--- src/rtl/rpa_pkg.sv ---
// Shared constants, codes and types for the reference-counted pool allocator.
package rpa_pkg;

   localparam int POOL_DEPTH = 64;
   localparam int MAX_REFS   = 255;

   localparam int ADDR_W = $clog2(POOL_DEPTH);
   localparam int LINK_W = $clog2(POOL_DEPTH + 1);
   localparam int PE_W   = $clog2(POOL_DEPTH + 1);
   localparam int CNT_W  = 8;
   localparam int CFG_W  = 7;
   localparam int KIND_W = 2;
   localparam int STS_W  = 3;

   localparam int REQ_TDATA_W = 8 * ((ADDR_W + 7) / 8);
   localparam int RSP_TDATA_W = 8 * ((ADDR_W + CNT_W + 7) / 8);

   localparam logic [LINK_W-1:0] LINK_NONE      = LINK_W'(POOL_DEPTH);
   localparam logic [PE_W-1:0]   POOL_RESET_LEN = PE_W'(POOL_DEPTH);
   localparam logic [CNT_W-1:0]  MAX_COUNT      = CNT_W'(MAX_REFS);

   typedef enum logic [KIND_W-1:0] {
      REQ_ALLOC   = 2'd0,
      REQ_SHARE   = 2'd1,
      REQ_RELEASE = 2'd2,
      REQ_UNDEF   = 2'd3
   } req_kind_type;

   typedef enum logic [STS_W-1:0] {
      STS_ALLOCATED = 3'd0,
      STS_EMPTY     = 3'd1,
      STS_SHARED    = 3'd2,
      STS_HELD      = 3'd3,
      STS_FREED     = 3'd4,
      STS_BAD       = 3'd5
   } status_type;

endpackage

--- src/rtl/rpa_ram.sv ---
// Generic single-port-write, single-port-read RAM with registered read data.
module rpa_ram #(
   parameter int WIDTH = 8,
   parameter int DEPTH = 64
) (
   input  logic                     clock,
   input  logic                     we,
   input  logic [$clog2(DEPTH)-1:0] waddr,
   input  logic [WIDTH-1:0]         wdata,
   input  logic                     re,
   input  logic [$clog2(DEPTH)-1:0] raddr,
   output logic [WIDTH-1:0]         rdata
);

   logic [WIDTH-1:0] mem [DEPTH];
   logic [WIDTH-1:0] rdata_ff;

   always_ff @(posedge clock) begin
      if (we) begin
         mem[waddr] <= wdata;
      end
      if (re) begin
         rdata_ff <= mem[raddr];
      end
   end

   assign rdata = rdata_ff;

endmodule

--- src/rtl/refcounted_pool_allocator.sv ---
// Top level of the reference-counted pool allocator: free list and counts in RAM.
//
//   channel | ports            | direction | content
//   --------+------------------+-----------+-------------------------------------------
//   request | req_t*           | in        | tuser: kind; tdata: handle
//   result  | rsp_t*           | out       | tuser: status; tdata: handle, ref count
//   config  | csr_valid/ready  | in        | csr_data: number of entries in the pool
//
// A request taken in ST_IDLE reads the link and count RAMs at the head or the named
// handle; in ST_EXEC it is modified and written back, the free head is set and the
// result register loaded. The next request is taken in the cycle after the write-back.
// Reset and a configuration write clear per-entry valid bits; an entry without a valid
// bit reads as free with its initial link, so there is no sweep.
// A result that is not taken holds the write-back step until the result register frees.
module refcounted_pool_allocator (
   input  logic                            clock,
   input  logic                            reset,
   input  logic                            req_tvalid,
   output logic                            req_tready,
   input  logic [rpa_pkg::REQ_TDATA_W-1:0] req_tdata,  // [5:0] handle, rest zero
   input  logic [rpa_pkg::KIND_W-1:0]      req_tuser,  // [1:0] req_type
   output logic                            rsp_tvalid,
   input  logic                            rsp_tready,
   output logic [rpa_pkg::RSP_TDATA_W-1:0] rsp_tdata,  // [5:0] result_handle, [13:6] ref_count
   output logic [rpa_pkg::STS_W-1:0]       rsp_tuser,  // [2:0] status
   input  logic                            csr_valid,
   output logic                            csr_ready,
   input  logic [rpa_pkg::CFG_W-1:0]       csr_data
);
   import rpa_pkg::*;

   localparam int RSP_PAD = RSP_TDATA_W - ADDR_W - CNT_W;

   typedef enum logic [1:0] {
      ST_IDLE = 2'b01,
      ST_EXEC = 2'b10
   } state_type;

   state_type               state_ff, state_in;
   logic [PE_W-1:0]         pool_entries_ff, pool_entries_in;
   logic [LINK_W-1:0]       free_head_ff, free_head_in;
   logic [POOL_DEPTH-1:0]   cnt_vld_ff, cnt_vld_in;
   logic [POOL_DEPTH-1:0]   lnk_vld_ff, lnk_vld_in;
   req_kind_type            kind_ff;
   logic [ADDR_W-1:0]       addr_ff;
   logic                    rsp_valid_ff, rsp_valid_in;
   logic [ADDR_W-1:0]       rsp_handle_ff, rsp_handle_in;
   logic [CNT_W-1:0]        rsp_count_ff, rsp_count_in;
   status_type              rsp_status_ff, rsp_status_in;

   logic                    req_take;
   logic                    cfg_take;
   logic                    commit;
   logic [ADDR_W-1:0]       rd_addr;
   logic [CNT_W-1:0]        cnt_rdata, cnt_cur;
   logic [LINK_W-1:0]       lnk_rdata, lnk_cur;
   logic                    cnt_we, lnk_we;
   logic [CNT_W-1:0]        cnt_wdata;
   logic [PE_W-1:0]         cfg_len;

   // A configuration write takes priority over a request offered in the same cycle.
   assign req_tready = (state_ff == ST_IDLE) && !csr_valid;
   assign csr_ready  = (state_ff == ST_IDLE);
   assign req_take   = req_tvalid && req_tready;
   assign cfg_take   = csr_valid && csr_ready;
   assign commit     = (state_ff == ST_EXEC) && (!rsp_valid_ff || rsp_tready);

   // Allocate reads at the free head, share and release at the named handle.
   assign rd_addr = (req_kind_type'(req_tuser) == REQ_ALLOC) ?
                    free_head_ff[ADDR_W-1:0] : req_tdata[ADDR_W-1:0];

   rpa_ram #(.WIDTH(CNT_W), .DEPTH(POOL_DEPTH)) u_cnt_ram (
      .clock (clock),
      .we    (cnt_we),
      .waddr (addr_ff),
      .wdata (cnt_wdata),
      .re    (req_take),
      .raddr (rd_addr),
      .rdata (cnt_rdata)
   );

   rpa_ram #(.WIDTH(LINK_W), .DEPTH(POOL_DEPTH)) u_lnk_ram (
      .clock (clock),
      .we    (lnk_we),
      .waddr (addr_ff),
      .wdata (free_head_ff),
      .re    (req_take),
      .raddr (rd_addr),
      .rdata (lnk_rdata)
   );

   // Entries never written since the last rebuild read as free with their initial link.
   always_comb begin
      cnt_cur = cnt_vld_ff[addr_ff] ? cnt_rdata : '0;
      if (lnk_vld_ff[addr_ff]) begin
         lnk_cur = lnk_rdata;
      end else if (addr_ff == '0) begin
         lnk_cur = LINK_NONE;
      end else begin
         lnk_cur = LINK_W'(addr_ff) - LINK_W'(1);
      end
   end

   always_comb begin
      if (csr_data == '0) begin
         cfg_len = PE_W'(1);
      end else if (32'(csr_data) > 32'(POOL_DEPTH)) begin
         cfg_len = POOL_RESET_LEN;
      end else begin
         cfg_len = PE_W'(csr_data);
      end
   end

   always_comb begin
      state_in        = state_ff;
      pool_entries_in = pool_entries_ff;
      free_head_in    = free_head_ff;
      cnt_vld_in      = cnt_vld_ff;
      lnk_vld_in      = lnk_vld_ff;
      rsp_valid_in    = rsp_valid_ff && !rsp_tready;
      rsp_handle_in   = rsp_handle_ff;
      rsp_count_in    = rsp_count_ff;
      rsp_status_in   = rsp_status_ff;
      cnt_we          = 1'b0;
      lnk_we          = 1'b0;
      cnt_wdata       = '0;

      case (state_ff)
         ST_IDLE: begin
            if (cfg_take) begin
               pool_entries_in = cfg_len;
               free_head_in    = LINK_W'(cfg_len - PE_W'(1));
               cnt_vld_in      = '0;
               lnk_vld_in      = '0;
            end else if (req_take) begin
               state_in = ST_EXEC;
            end
         end
         ST_EXEC: begin
            if (commit) begin
               state_in      = ST_IDLE;
               rsp_valid_in  = 1'b1;
               rsp_handle_in = addr_ff;
               rsp_count_in  = '0;
               rsp_status_in = STS_BAD;
               case (kind_ff)
                  REQ_ALLOC: begin
                     if (free_head_ff == LINK_NONE) begin
                        rsp_handle_in = '0;
                        rsp_status_in = STS_EMPTY;
                     end else begin
                        free_head_in        = lnk_cur;
                        cnt_we              = 1'b1;
                        cnt_wdata           = CNT_W'(1);
                        cnt_vld_in[addr_ff] = 1'b1;
                        rsp_count_in        = CNT_W'(1);
                        rsp_status_in       = STS_ALLOCATED;
                     end
                  end
                  REQ_SHARE: begin
                     if (PE_W'(addr_ff) < pool_entries_ff && cnt_cur != '0) begin
                        if (cnt_cur >= MAX_COUNT) begin
                           rsp_count_in = cnt_cur;
                        end else begin
                           cnt_we              = 1'b1;
                           cnt_wdata           = cnt_cur + CNT_W'(1);
                           cnt_vld_in[addr_ff] = 1'b1;
                           rsp_count_in        = cnt_wdata;
                           rsp_status_in       = STS_SHARED;
                        end
                     end
                  end
                  REQ_RELEASE: begin
                     if (PE_W'(addr_ff) < pool_entries_ff && cnt_cur != '0) begin
                        cnt_we              = 1'b1;
                        cnt_wdata           = cnt_cur - CNT_W'(1);
                        cnt_vld_in[addr_ff] = 1'b1;
                        if (cnt_wdata == '0) begin
                           // Push the entry back on the head of the free list.
                           lnk_we              = 1'b1;
                           lnk_vld_in[addr_ff] = 1'b1;
                           free_head_in        = LINK_W'(addr_ff);
                           rsp_status_in       = STS_FREED;
                        end else begin
                           rsp_count_in  = cnt_wdata;
                           rsp_status_in = STS_HELD;
                        end
                     end
                  end
                  default: begin
                     rsp_status_in = STS_BAD;
                  end
               endcase
            end
         end
         default: begin
            state_in = ST_IDLE;
         end
      endcase
   end

   always_ff @(posedge clock) begin
      if (reset) begin
         state_ff        <= ST_IDLE;
         pool_entries_ff <= POOL_RESET_LEN;
         free_head_ff    <= LINK_W'(POOL_RESET_LEN - PE_W'(1));
         cnt_vld_ff      <= '0;
         lnk_vld_ff      <= '0;
         rsp_valid_ff    <= 1'b0;
      end else begin
         state_ff        <= state_in;
         pool_entries_ff <= pool_entries_in;
         free_head_ff    <= free_head_in;
         cnt_vld_ff      <= cnt_vld_in;
         lnk_vld_ff      <= lnk_vld_in;
         rsp_valid_ff    <= rsp_valid_in;
      end
   end

   always_ff @(posedge clock) begin
      if (req_take) begin
         kind_ff <= req_kind_type'(req_tuser);
         addr_ff <= rd_addr;
      end
      rsp_handle_ff <= rsp_handle_in;
      rsp_count_ff  <= rsp_count_in;
      rsp_status_ff <= rsp_status_in;
   end

   assign rsp_tvalid = rsp_valid_ff;
   assign rsp_tdata  = {{RSP_PAD{1'b0}}, rsp_count_ff, rsp_handle_ff};
   assign rsp_tuser  = rsp_status_ff;

endmodule

--- config.mk ---
export PLATFORM = sky130hd
export DESIGN_NAME = refcounted_pool_allocator
export DESIGN_NICKNAME = d
export VERILOG_FILES = /design/src/rtl/rpa_pkg.sv /design/src/rtl/rpa_ram.sv /design/src/rtl/refcounted_pool_allocator.sv
export SDC_FILE = /design/constraint.sdc
export NUM_CORES = 2
export LEC_CHECK = 0
export BUFFER_PORTS_ARGS = -buffer_cell sky130_fd_sc_hd__buf_4
export CORE_MARGIN = 5
export CORE_UTILIZATION = 39
export CTS_CLUSTER_SIZE = 12
export DETAILED_ROUTE_END_ITERATION = 12
export HOLD_SLACK_MARGIN = 0.08
export PLACE_DENSITY = 0.62
export REMOVE_ABC_BUFFERS = 1
export SLEW_MARGIN = 5
export SYNTH_ARGS = -nofsm -noshare
export SYNTH_HDL_FRONTEND = slang
export SYNTH_SLANG_ARGS = --single-unit
export TNS_END_PERCENT = 30
--- constraint.sdc ---
create_clock -name clock -period 6.57 [get_ports clock]
set_input_delay 1.314 -clock clock [delete_from_list [all_inputs] [get_ports clock]]
set_output_delay 1.314 -clock clock [all_outputs]
set_load 0.01 [all_outputs]
==> flow_summary.yaml <==
clocking:
  tritoncts.num_buffers: 118
  cts_tree: "done"
  cts-root-to-sink-buffers: 3
  htree_levels: 3
  clk-insertion-delay-late_ns: 0.70
  cts-resized-gates: 0
  clk_transition_reported_paths_ns: 0.06
  post-cts-setup-buffer-count: 0
  postCtsHoldBufs: 0
  numClockSinks: 1145
  cts-root-buf: "clkbuf_16"
logic_synthesis:
  syn_avg_cell_area_sq_um: 12.2
  netlist_area_sq_um: 48200
  synth_edf_count: 1000
  synth_seq_area_share_pct: 68.4
  yosys_warnings: 0
  synth_flop_cell: "edfxtp_1"
  ys_ff_latch: 1145
  ys_types: 82
  synthesis.instances: 3948
  asyncSetResetFlopFracSynth_pct: 0
final_layout:
  nFillCells: 11139
  syn_to_final_growth_pct: 11.6
  finalInstanceArea_sq_um: 53700
  mostFrequentLayoutCells: "1,097 x nand2_1, 1,000 x edfxtp_1, 263 x nand3_1"
  num-nets-final: 3921
  area_taken_by_flip_flops_and_latches_sq_um: 32900
  layout_commonest_cell: "nand2_1"
  post_route_cells_drive_above_1_share_pct: 11.6
  multiInputGateArea_sq_um: 13900
  antennaDiodeCount: 0
worst_setup_path:
  cp_data_arrival_time_ns: 6.04
  timing.critical_path.from_type: "flip-flop"
  max_stage_delay_ns: 0.66
  crit_path_end_kind: "flip-flop"
  gate_family_responsible_for_the_most_delay_along_the_worst_path: "simple AND/OR/NAND/NOR gates"
  cp_max_fo: 30
  crit_slowest_cell: "nor2b_1"
  critical_path.cell_chain: "buf_4, nor2b_1, a22oi_1, nand3_1, nand4_1, or2_1, nand2_1, ha_1, inv_1, or4_1, o21ai_1, o21bai_1, a21o_1, o221a_4, buf_12, nor3_2"
  worstPathRequired_ns: 6.93
  path_class: "flip-flop to flip-flop"
  crit_buf_inv: 3
route:
  via_count: 31748
  wl_per_cell_um: 23.4
  avgViaCountPerCell: 5.64
  detail-route-antenna-nets: 0
  wl_mm: 132
  drc: 0
  drt-pass1-iter-count: 7
  drt_iter0_markers: 4023
global_routing:
  number_of_antenna_violations_at_the_first_check_in_global_routing: 2
  grtUsageTotal_pct: 19.5
  grt_pass1_vias: 30135
  grt_max_degree: 174
  grt_first_pass_wirelength_mm: 196
  remaining_overflow_grt: 0
floorplanning:
  placeableCoreArea_sq_um: 123000
  die_y_um: 361
  io-pin-count: 44
  floorplan.initialDensity_pct: 39.1
  fp.dieW_um: 361
  die_area_sq_um: 131000
  placement_rows: 129
placed_design:
  place.gp.congestion: 0.869
  detailed_place_hpwl_mm: 79.4
  place.port_buffers: 39
  post_dp_cell_area_sq_um: 50100
timing:
  timing.final.hold_violations: 0
  unrepaired_setup_endpoints_after_global_routing: "no"
  relSlewSlack_pct: 15.6
  fin_worst_hold_slack_ns: 0.452
  final_cycle_share_pct: 86.3
  fin_crit_ns: 5.67
  clock.fmax_ghz: 0.176
  report.final.slew_viol_count: 0
  timing.final.setup_violations: 0
  fin_worst_skew_ns: 0.0235
  worst-slew-pin-transition_ns: 1.26
run_status:
  run_status: "finished, final reports clean"
pwr:
  irDropWorstVdd_mv: 0.215
  cellLeakagePower_nw: 17.6
  power_density_nw_per_um2: 292
hold_path:
  timing.hold.worst.class: "flip-flop to flip-flop"
flow_run:
  cap_viol_max_count: 0
[metal layers]
layer	vias to the layer above	share of wire, %	GRT usage [%]
li1	14507	-	-
met1	15779	44	28.4
met2	1267	46	30.4
met3	193	7.8	3.05
met4	2	2.8	5.88
met5	-	0.0099	0
[power breakdown]
group / internal, W / switching, W / total (W)
Clock: 0.00368 / 0.00270 / 0.00638
Sequential: 0.00790 / 0.0000302 / 0.00793
Combinational: 0.000394 / 0.000961 / 0.00135
[cells by family after synthesis]
group	count (synthesis)	synth area share, %
AND/OR/NAND/NOR	1815	16.9
flip-flops	1145	68.4
AO/OA/AOI/OAI	578	9.45
buffers and inverters	322	3.16
multiplexers	65	1.58
adder cells (fa/ha/maj)	11	0.286
XOR/XNOR	11	0.200
other	1	0.00779
[flip-flops by register name, indices dropped and copies added (netlist names), 3 cells and up]
register / flops
u_cnt_ram.mem: 512
u_lnk_ram.mem: 448
cnt_vld_ff: 64
lnk_vld_ff: 64
rsp_count_ff: 8
u_cnt_ram.rdata: 8
free_head_ff: 7
pool_entries_ff: 7
u_lnk_ram.rdata: 7
addr_ff: 6
rsp_handle_ff: 6
rsp_tuser: 3
[metrics by stage]
stage | total power (W) | TNS (ns) | instances | setup WS, ns | utilization, %
6_report | 0.0157 | 0 | 5625 | 0.898 | 43.6
5_1_grt | 0.0162 | 0 | 5625 | 0.481 | 43.6
3_3_place_gp | 0.00942 | 0 | 5405 | 1.03 | 40.6
3_5_place_dp | 0.00943 | 0 | 5405 | 0.978 | 40.6
2_1_floorplan | 0.00907 | -1158.18 | 3648 | -15.75 | -
4_1_cts | 0.0158 | 0 | 5625 | 0.939 | 43.6
[final cells by class]
type                    instances  area share [%]
repair buffers                120            2.03
clock inverters                43           0.699
multi-input cells            2482            25.8
flip-flops and latches       1145            61.3
inverters                      21           0.172
clock buffers                 177            6.14
well taps                    1637            3.81
[worst register-to-register path, stage by stage (launching register included)]
cell	delay [ns]
edfxtp_1	0.43
buf_4	0.31
nor2b_1	0.66
a22oi_1	0.21
nand3_1	0.16
nand4_1	0.10
or2_1	0.36
nand2_1	0.22
ha_1	0.29
inv_1	0.11
or4_1	0.53
o21ai_1	0.09
o21bai_1	0.31
a21o_1	0.34
o221a_4	0.66
buf_12	0.36
nor3_2	0.20
[worst paths after layout]
| kind | depth (start not counted) | slack (ns) | end | start |
|---|---|---|---|---|
| min | 2 | 0.45 | cnt_vld_ff[33]$_SDFFE_PP0P_ | cnt_vld_ff[33]$_SDFFE_PP0P_ |
| max reg2reg | 16 | 0.90 | u_cnt_ram.mem[54][2]$_DFFE_PP_ | addr_ff[2]$_DFFE_PP_ |
| max | 16 | 0.90 | u_cnt_ram.mem[54][2]$_DFFE_PP_ | addr_ff[2]$_DFFE_PP_ |
| min reg2reg | 2 | 0.45 | cnt_vld_ff[33]$_SDFFE_PP0P_ | cnt_vld_ff[33]$_SDFFE_PP0P_ |
[cell usage after synthesis (14+ instances only)]
library cell	n	area, sq um
a21oi_1	55	275
nor3_2	60	601
buf_1	27	101
nand2_1	1099	4130
mux2i_1	41	410
nand3_1	263	1320
a211oi_1	50	375
a221o_1	16	160
a31oi_1	47	294
and3_1	143	895
a22oi_1	18	135
clkbuf_1	177	664
nor3_1	44	220
nor2b_1	14	87.6
buf_6	23	259
buf_2	63	315
dfxtp_1	145	2900
o21ai_2	61	534
nor2_1	134	503
inv_1	16	60.1
o31ai_1	29	218
a31o_2	15	131
o32ai_1	16	140
a311oi_1	165	1450
edfxtp_1	1000	30000
a2bb2oi_1	36	315
Note: power is estimated with default switching activity, not from simulation.
